File: config.mk
export PLATFORM = sky130hd
export DESIGN_NAME = button_press_classifier_core
export DESIGN_NICKNAME = d
export VERILOG_FILES = /design/src/sv/bpc_pkg.sv /design/src/sv/button_press_classifier_core.sv
export SDC_FILE = /design/constraint.sdc
export NUM_CORES = 1
export LEC_CHECK = 0
export BUFFER_PORTS_ARGS = -buffer_cell sky130_fd_sc_hd__buf_2
export CAP_MARGIN = 15
export CORE_ASPECT_RATIO = 0.9
export CORE_MARGIN = 5
export CORE_UTILIZATION = 41
export DETAILED_ROUTE_END_ITERATION = 8
export SYNTH_ARGS = -nofsm -noshare
export SYNTH_HDL_FRONTEND = slang
export SYNTH_SLANG_ARGS = --single-unit
export TNS_END_PERCENT = 20
File: constraint.sdc
create_clock -name aclk -period 5.9 [get_ports aclk]
set_input_delay 0.295 -clock aclk [delete_from_list [all_inputs] [get_ports aclk]]
set_output_delay 0.295 -clock aclk [all_outputs]
set_load 0.02 [all_outputs]
File: src/sv/bpc_pkg.sv
// Package for the button press classifier: event codes, register indexes,
// press phase encoding, result entry type and default parameter values.
// No dependencies.
package bpc_pkg;

    // Event codes carried on the result channel.
    localparam logic [2:0] EV_CHANGE = 3'd0;
    localparam logic [2:0] EV_RESET  = 3'd1;
    localparam logic [2:0] EV_SINGLE = 3'd2;
    localparam logic [2:0] EV_DOUBLE = 3'd3;
    localparam logic [2:0] EV_LONG   = 3'd4;

    // Configuration register indexes.
    localparam logic [2:0] REG_ON_LEVEL     = 3'd0;
    localparam logic [2:0] REG_INVERT       = 3'd1;
    localparam logic [2:0] REG_RESET_DETECT = 3'd2;
    localparam logic [2:0] REG_SHORT_PRESS  = 3'd3;
    localparam logic [2:0] REG_LONG_PRESS   = 3'd4;

    localparam int CFG_INDEX_W = 3;
    localparam int CFG_DATA_W  = 16;
    localparam int MS_W        = 16;
    localparam int UPTIME_W    = 15;
    localparam int TOGGLE_W    = 4;

    localparam logic [UPTIME_W-1:0] UPTIME_MAX = '1;

    // Defaults of the reset detection parameters.
    localparam int DEF_RESET_WINDOW_MS = 30000;
    localparam int DEF_RESET_GAP_MS    = 5000;
    localparam int DEF_RESET_TOGGLES   = 10;

    // Register reset values.
    localparam logic [MS_W-1:0] SHORT_PRESS_RST = 16'd500;
    localparam logic [MS_W-1:0] LONG_PRESS_RST  = 16'd1000;

    // Result queue geometry: one tick yields at most four results.
    localparam int MAX_RESULTS = 4;
    localparam int QUEUE_DEPTH = 8;
    localparam int QPTR_W      = 3;
    localparam int QCNT_W      = 4;

    typedef enum logic [4:0] {
        PH_IDLE            = 5'b00001,
        PH_WAIT_OFF_SINGLE = 5'b00010,
        PH_WAIT_ON_DOUBLE  = 5'b00100,
        PH_WAIT_OFF_DOUBLE = 5'b01000,
        PH_WAIT_OFF_LONG   = 5'b10000
    } bpc_phase_t;

    typedef struct packed {
        logic [2:0] code;
        logic       level;
        logic       last;
    } bpc_ev_t;

endpackage

File: src/sv/button_press_classifier_core.sv
// Button press classifier top level: per-tick press classification, rapid
// toggle reset detection and a small result queue. Depends on bpc_pkg.
//
//   Channel   Direction  Ports                                   Moves
//   s_        in         s_valid/s_ready, s_pin_level            one tick sample
//   m_        out        m_valid/m_ready, m_event_code,          one event
//                        m_logical_level, m_last_event
//   cfg_      in         cfg_we, cfg_index, cfg_wdata            one register write
//
// Each accepted input transaction is fully classified in the cycle it is
// accepted; its zero to four events enter the result queue at that edge and
// leave one per cycle while m_ready is high, the earliest on the next cycle. A new tick
// is taken every cycle while the queue has room for four more events (s_ready is high
// when at most four entries are occupied). Synchronous active-low reset
// returns all registers and the press state to their power-up values and
// empties the queue. A stalled result channel only backs up the queue.
module button_press_classifier_core #(
    parameter int RESET_WINDOW_MS = bpc_pkg::DEF_RESET_WINDOW_MS,
    parameter int RESET_GAP_MS    = bpc_pkg::DEF_RESET_GAP_MS,
    parameter int RESET_TOGGLES   = bpc_pkg::DEF_RESET_TOGGLES
) (
    input  logic                          aclk,
    input  logic                          aresetn,
    input  logic                          s_valid,
    output logic                          s_ready,
    input  logic                          s_pin_level,
    output logic                          m_valid,
    input  logic                          m_ready,
    output logic [2:0]                    m_event_code,
    output logic                          m_logical_level,
    output logic                          m_last_event,
    input  logic                          cfg_we,
    input  logic [bpc_pkg::CFG_INDEX_W-1:0] cfg_index,
    input  logic [bpc_pkg::CFG_DATA_W-1:0]  cfg_wdata
);
    import bpc_pkg::*;

    localparam logic [UPTIME_W-1:0] WINDOW = UPTIME_W'(RESET_WINDOW_MS);
    localparam logic [UPTIME_W-1:0] GAP    = UPTIME_W'(RESET_GAP_MS);
    localparam logic [TOGGLE_W-1:0] TOGGLES = TOGGLE_W'(RESET_TOGGLES);

    // Configuration registers.
    logic            on_level_reg;
    logic            invert_reg;
    logic            reset_en_reg;
    logic [MS_W-1:0] short_ms_reg;
    logic [MS_W-1:0] long_ms_reg;

    // Classifier state.
    logic                prev_raw_reg,    prev_raw_next;
    bpc_phase_t          phase_reg,       phase_next;
    logic [MS_W-1:0]     countdown_reg,   countdown_next;
    logic                running_reg,     running_next;
    logic [1:0]          expiry_reg,      expiry_next;
    logic [TOGGLE_W-1:0] toggle_reg,      toggle_next;
    logic [UPTIME_W-1:0] uptime_reg,      uptime_next;
    logic [UPTIME_W-1:0] last_change_reg, last_change_next;

    // Result queue.
    bpc_ev_t           queue_reg [QUEUE_DEPTH];
    logic [QPTR_W-1:0] wr_ptr_reg, rd_ptr_reg;
    logic [QCNT_W-1:0] count_reg,  count_next;

    bpc_ev_t    ev [MAX_RESULTS];
    logic [2:0] ev_n;
    logic       level;
    logic       accept;
    logic       pop;

    assign accept  = s_valid && s_ready;
    assign pop     = m_valid && m_ready;
    assign s_ready = count_reg <= QCNT_W'(QUEUE_DEPTH - MAX_RESULTS);
    assign m_valid = count_reg != '0;

    assign m_event_code    = queue_reg[rd_ptr_reg].code;
    assign m_logical_level = queue_reg[rd_ptr_reg].level;
    assign m_last_event    = queue_reg[rd_ptr_reg].last;

    assign level = (s_pin_level == on_level_reg) ^ invert_reg;

    always_comb begin
        logic [UPTIME_W-1:0] gap_v;
        logic [MS_W-1:0]     rearm_v;

        prev_raw_next    = prev_raw_reg;
        phase_next       = phase_reg;
        countdown_next   = countdown_reg;
        running_next     = running_reg;
        expiry_next      = expiry_reg;
        toggle_next      = toggle_reg;
        last_change_next = last_change_reg;
        uptime_next      = (uptime_reg != UPTIME_MAX) ? uptime_reg + 1'b1 : uptime_reg;
        ev_n             = '0;
        gap_v            = '0;
        for (int i = 0; i < MAX_RESULTS; i++) begin
            ev[i] = '{code: EV_CHANGE, level: 1'b0, last: 1'b0};
        end

        // The rearm after the short interval is never shorter than one tick.
        rearm_v = (long_ms_reg > short_ms_reg) ? long_ms_reg - short_ms_reg : MS_W'(1);

        // One-shot countdown and the timer step on expiry.
        if (running_reg) begin
            if (countdown_reg != '0) begin
                countdown_next = countdown_reg - 1'b1;
            end
            if (countdown_next == '0) begin
                running_next = 1'b0;
                if (expiry_reg != 2'd3) begin
                    expiry_next = expiry_reg + 1'b1;
                end
                case (phase_reg)
                    PH_WAIT_OFF_SINGLE, PH_WAIT_OFF_DOUBLE: begin
                        countdown_next = rearm_v;
                        running_next   = 1'b1;
                        phase_next     = PH_WAIT_OFF_LONG;
                    end
                    PH_WAIT_ON_DOUBLE: begin
                        ev[ev_n[1:0]] = '{code: EV_SINGLE, level: level, last: 1'b0};
                        ev_n          = ev_n + 1'b1;
                        phase_next    = PH_IDLE;
                    end
                    PH_WAIT_OFF_LONG: begin
                        if (expiry_next == 2'd2) begin
                            ev[ev_n[1:0]] = '{code: EV_LONG, level: level, last: 1'b0};
                            ev_n          = ev_n + 1'b1;
                        end
                    end
                    default: begin
                    end
                endcase
            end
        end

        // Raw level change: change event, reset detection, press step.
        if (s_pin_level != prev_raw_reg) begin
            prev_raw_next = s_pin_level;
            ev[ev_n[1:0]] = '{code: EV_CHANGE, level: level, last: 1'b0};
            ev_n          = ev_n + 1'b1;

            if (reset_en_reg && (uptime_reg < WINDOW)) begin
                gap_v = (uptime_reg >= last_change_reg) ? uptime_reg - last_change_reg : '0;
                if (gap_v > GAP) begin
                    toggle_next = '0;
                end
                toggle_next = toggle_next + 1'b1;
                if (toggle_next >= TOGGLES) begin
                    toggle_next   = '0;
                    ev[ev_n[1:0]] = '{code: EV_RESET, level: level, last: 1'b0};
                    ev_n          = ev_n + 1'b1;
                end
            end

            case (phase_next)
                PH_WAIT_OFF_SINGLE: begin
                    if (!level) begin
                        phase_next = PH_WAIT_ON_DOUBLE;
                    end
                end
                PH_WAIT_ON_DOUBLE: begin
                    if (level) begin
                        countdown_next = (short_ms_reg == '0) ? MS_W'(1) : short_ms_reg;
                        running_next   = 1'b1;
                        expiry_next    = '0;
                        phase_next     = PH_WAIT_OFF_DOUBLE;
                    end
                end
                PH_WAIT_OFF_DOUBLE: begin
                    if (!level) begin
                        running_next  = 1'b0;
                        ev[ev_n[1:0]] = '{code: EV_DOUBLE, level: level, last: 1'b0};
                        ev_n          = ev_n + 1'b1;
                        phase_next    = PH_IDLE;
                    end
                end
                PH_WAIT_OFF_LONG: begin
                    if (!level) begin
                        running_next = 1'b0;
                        if (expiry_next == 2'd1) begin
                            ev[ev_n[1:0]] = '{code: EV_SINGLE, level: level, last: 1'b0};
                            ev_n          = ev_n + 1'b1;
                        end
                        phase_next = PH_IDLE;
                    end
                end
                default: begin
                    phase_next = PH_IDLE;
                    if (level) begin
                        countdown_next = (short_ms_reg == '0) ? MS_W'(1) : short_ms_reg;
                        running_next   = 1'b1;
                        expiry_next    = '0;
                        phase_next     = PH_WAIT_OFF_SINGLE;
                    end
                end
            endcase
            last_change_next = uptime_reg;
        end

        // Flag the final event of this tick.
        if (ev_n != '0) begin
            ev[ev_n[1:0] - 2'd1].last = 1'b1;
        end
    end

    assign count_next = count_reg + (accept ? QCNT_W'(ev_n) : '0) - QCNT_W'(pop);

    // Configuration writes.
    always_ff @(posedge aclk) begin
        if (!aresetn) begin
            on_level_reg <= 1'b1;
            invert_reg   <= 1'b0;
            reset_en_reg <= 1'b0;
            short_ms_reg <= SHORT_PRESS_RST;
            long_ms_reg  <= LONG_PRESS_RST;
        end else if (cfg_we) begin
            case (cfg_index)
                REG_ON_LEVEL:     on_level_reg <= cfg_wdata[0];
                REG_INVERT:       invert_reg   <= cfg_wdata[0];
                REG_RESET_DETECT: reset_en_reg <= cfg_wdata[0];
                REG_SHORT_PRESS:  short_ms_reg <= cfg_wdata;
                REG_LONG_PRESS:   long_ms_reg  <= cfg_wdata;
                default: begin
                end
            endcase
        end
    end

    // Classifier state advances once per accepted tick.
    always_ff @(posedge aclk) begin
        if (!aresetn) begin
            prev_raw_reg    <= 1'b0;
            phase_reg       <= PH_IDLE;
            countdown_reg   <= '0;
            running_reg     <= 1'b0;
            expiry_reg      <= '0;
            toggle_reg      <= '0;
            uptime_reg      <= '0;
            last_change_reg <= '0;
        end else if (accept) begin
            prev_raw_reg    <= prev_raw_next;
            phase_reg       <= phase_next;
            countdown_reg   <= countdown_next;
            running_reg     <= running_next;
            expiry_reg      <= expiry_next;
            toggle_reg      <= toggle_next;
            uptime_reg      <= uptime_next;
            last_change_reg <= last_change_next;
        end
    end

    // Result queue pointers and occupancy.
    always_ff @(posedge aclk) begin
        if (!aresetn) begin
            wr_ptr_reg <= '0;
            rd_ptr_reg <= '0;
            count_reg  <= '0;
        end else begin
            if (accept) begin
                wr_ptr_reg <= wr_ptr_reg + QPTR_W'(ev_n);
            end
            if (pop) begin
                rd_ptr_reg <= rd_ptr_reg + 1'b1;
            end
            count_reg <= count_next;
        end
    end

    // Result queue storage; payload needs no reset.
    always_ff @(posedge aclk) begin
        if (accept) begin
            for (int i = 0; i < MAX_RESULTS; i++) begin
                if (3'(i) < ev_n) begin
                    queue_reg[wr_ptr_reg + QPTR_W'(i)] <= ev[i];
                end
            end
        end
    end

endmodule

==> impl_metrics.ini <==
[logic_synthesis]
synth_most_common_cell = sky130_fd_sc_hd__nand2_1
cell_count_after_synthesis = 1249
ys_seq_area_share_pct = 31.55
post_synthesis_net_count = 1331
ys_types = 96
yosys_warnings = 0
synth_area_um2 = 10600
ys_top_cells_by_area = sky130_fd_sc_hd__dfxtp_1, sky130_fd_sc_hd__edfxtp_1, sky130_fd_sc_hd__ha_1, sky130_fd_sc_hd__nand2_1, sky130_fd_sc_hd__mux2i_1
synth_enable_flop_cells = 40
ys_async_sr_fraction_pct = 0
synth_flop_cell = sky130_fd_sc_hd__dfxtp_1
synthDominantCellAreaShare_pct = 20.21
synth.top_cells.by_count = sky130_fd_sc_hd__nand2_1, sky130_fd_sc_hd__dfxtp_1, sky130_fd_sc_hd__nor2_1
ys_seq_elements = 147
synth_area_per_cell_um2 = 8.484
post-synth-top-area-cell = sky130_fd_sc_hd__dfxtp_1

[floorplan]
die_height_um = 162.5
rows = 55
die_area_um2 = 29160
coreArea_um2 = 25320
boundaryPins = 32
initial_utilization_pct = 41.84
floorplan.die.width_um = 179.5

[global_routing]
grt_pass1_vias = 9015
antenna_found_initial = 0
grt_max_degree = 110
grt_usage_pct = 19.62
global_route_wire_length_before_repair_mm = 47.38
gr-total-overflow = 0

[worst_setup_path]
delay_heaviest_family_cp = simple AND/OR/NAND/NOR gates
worst-endpoint-arrival_ns = 6.24
path_buf_inv = 6
cpMaxStageDelayCell = sky130_fd_sc_hd__fa_2
timing.reg2reg.setup_slack_ns = -0.02
r2r-start = uptime_reg[0]
reg2reg_depth = 30
path_class = flip-flop to flip-flop
worst_path_largest_cell_delay_ns = 0.38
worst_r2r_endpoint = count_reg[2]
endpoint_kind = flip-flop
critical_path.most_common_cell = sky130_fd_sc_hd__ha_4
critPathRequiredTime_ns = 6.22
worst_setup_path_start_kind = flip-flop
critical_path_peak_fanout = 5

[sta]
slew_viol_final = 0
max_slew.worst_pin.slew_ns = 1.082
finalSetupViolCount = 1
grt_setup_unrepaired = yes
layout_setup_ws_ns = -0.01560
final-hold-violation-count = 0
period_share_pct = 100.3
post-route-min-period_ns = 5.916
timing.slew.headroom_pct = 27.64
hold_slack_ns = 0.08786
achievable-frequency_ghz = 0.1690
fin_worst_skew_ns = 0.01663

[cells_and_area]
stdcell_count = 1653
final_layout_size_suffix_gt1_share_pct = 18.38
antenna_cells = 0
post-route-util_pct = 48.85
sequential_cell_area_um2 = 3353
fillCellCount = 2493
largest_register_ff_count = 40
multiInputGateArea_um2 = 7092
syn_to_final_growth_pct = 16.76
nNetsFinal = 1380

[clocking]
clockRootBuffer = sky130_fd_sc_hd__clkbuf_16
clkSinkCount = 147
clock_tree_from_tritoncts = yes
clock_tree.htree_level_count = 4
path_clk_slew_ns = 0.07
max-clock-path-buffers = 2
clock_insertion_delay_worst_skew_ns = 0.43
cts_made_buffers = 17

[place]
dp_worst_setup_slack_ns = -0.05223
place.detailed.hpwl_mm = 20.84
buffer_ports.inserted = 31
place.gp.congestion = 0.9305
numPlacedInstances = 1610

[power_and_ir_drop]
p_leak_nw = 4.704
power_density_nw_per_um2 = 299.3
vdd_drop_max_uv = 180.2

[routing]
postRouteWirelength_mm = 28.78
drt-wirelength-per-cell_um = 17.41
num_vias = 9417
detail_route.drc_violations = 0
drt_first_pass_iters = 6
vias_per_cell = 5.697
detail-route-antenna-nets = 0
drt_iter0_drc = 764

[run_status]
run_status = finished with violations
failed_checks = setup timing

[flow_run]
max_cap_viols = 0

[hold_path]
worstHoldStart = cfg_wdata[9]
timing.hold.worst_path_depth = 3
worst_hold_path.endpoint = long_ms_reg[9]
worst_hold_path_type = input port to flip-flop
metrics by stage:
stage | setup TNS, ns | total power, mW | instance area (um^2)
2_1_floorplan | 0 | 2.182 | 10690
3_3_place_gp | 0 | 2.501 | 11400
3_5_place_dp | -0.1683 | 2.515 | 11400
4_1_cts | 0 | 3.663 | 12060
5_1_grt | -2.457 | 3.913 | 12370
6_report | -0.01560 | 3.703 | 12370
layout by cell type (no fill, tap or decap), types with 6 or more instances in the layout:
cell / synthesis / layout
sky130_fd_sc_hd__buf_4: 0 / 55
sky130_fd_sc_hd__inv_1: 74 / 66
sky130_fd_sc_hd__o21ai_0: 44 / 41
sky130_fd_sc_hd__dfxtp_1: 107 / 101
sky130_fd_sc_hd__a211oi_1: 10 / 7
sky130_fd_sc_hd__a22oi_1: 9 / 9
sky130_fd_sc_hd__and3_1: 12 / 11
sky130_fd_sc_hd__nor2_1: 83 / 82
sky130_fd_sc_hd__xor2_1: 14 / 12
sky130_fd_sc_hd__inv_2: 1 / 7
sky130_fd_sc_hd__o21a_1: 7 / 7
sky130_fd_sc_hd__nor3_1: 22 / 20
sky130_fd_sc_hd__mux4_2: 10 / 10
sky130_fd_sc_hd__a21oi_1: 61 / 60
sky130_fd_sc_hd__clkbuf_16: 0 / 17
sky130_fd_sc_hd__and2_1: 28 / 26
sky130_fd_sc_hd__o21ai_1: 6 / 7
sky130_fd_sc_hd__edfxtp_1: 40 / 40
sky130_fd_sc_hd__or3_1: 18 / 16
sky130_fd_sc_hd__nor4_1: 12 / 11
sky130_fd_sc_hd__a21boi_0: 45 / 45
sky130_fd_sc_hd__xnor2_1: 35 / 35
sky130_fd_sc_hd__ha_4: 0 / 9
sky130_fd_sc_hd__o211ai_1: 18 / 18
sky130_fd_sc_hd__a31oi_1: 13 / 12
sky130_fd_sc_hd__nor2b_1: 24 / 24
sky130_fd_sc_hd__mux2i_1: 50 / 49
sky130_fd_sc_hd__nand4_1: 8 / 8
sky130_fd_sc_hd__o211a_1: 6 / 6
sky130_fd_sc_hd__nand3_1: 42 / 42
sky130_fd_sc_hd__nand2b_1: 8 / 7
sky130_fd_sc_hd__a211oi_2: 4 / 6
sky130_fd_sc_hd__nand2_1: 170 / 168
sky130_fd_sc_hd__a21o_1: 16 / 13
sky130_fd_sc_hd__buf_2: 7 / 31
sky130_fd_sc_hd__ha_1: 53 / 43
logic make-up after synthesis:
| logic type | count (synthesis) | synth area share, % |
|---|---|---|
| AO/OA/AOI/OAI | 325 | 22.48 |
| AND/OR/NAND/NOR | 471 | 22.54 |
| flip-flops | 147 | 31.55 |
| multiplexers | 65 | 7.380 |
| buffers and inverters | 135 | 4.983 |
| adder cells (fa/ha/maj) | 57 | 7.014 |
| XOR/XNOR | 49 | 4.050 |
layer usage:
layer  vias to the layer above  GRT usage (%)  part of all wire (%)  wire [um]
met5                         -              0                     0          0
met4                         0          4.813                   1.4        389
met3                        40          3.260                   5.5       1587
met2                       243          31.64                    45      13070
met1                      4501          27.61                    48      13730
li1                       4633              -                     -          -
layout make-up:
| cell class | count | share of cell area [%] |
|---|---|---|
| Multi-Input combinational cell | 967 | 57.32 |
| Sequential cell | 147 | 27.10 |
| Timing Repair Buffer | 88 | 4.844 |
| Clock buffer | 18 | 3.469 |
| Tap cell | 342 | 3.459 |
| Inverter | 77 | 2.437 |
| Clock inverter | 14 | 1.365 |
timing repair:
action                                  CTS  global route
hold buffers                              0             0
pin swaps                                 5            30
endpoints found under the hold margin     0             0
gates resized for setup                  11            57
setup buffers                             1            10
endpoints found under the setup margin   37            79
where the power goes:
group	internal (mW)	switching [mW]	total (mW)	leakage [nW]
Clock	0.641	0.493	1.13	0.297
Sequential	1.11	0.113	1.23	1.22
Combinational	0.541	0.802	1.34	3.19
Total	2.30	1.41	3.70	4.70
how the worst max path moves through the flow:
stage                             from            to  slack (ns)  depth (start not counted)
finish                   uptime_reg[0]  count_reg[2]       -0.02                         30
global route             uptime_reg[0]  count_reg[2]       -0.18                         30
CTS                 last_change_reg[4]  count_reg[3]       0.003                         28
detailed placement  last_change_reg[4]  count_reg[2]       -0.05                         29
global placement    last_change_reg[4]  count_reg[2]        0.08                         29
floorplan                uptime_reg[4]  count_reg[3]        0.01                         29
tightest hold or removal path, stage by stage:
cell and delay [ns]:
sky130_fd_sc_hd__buf_2 0.09, sky130_fd_sc_hd__nand2_1 0.04, sky130_fd_sc_hd__nand3_1 0.06
Power figures use the tool's default switching activity.
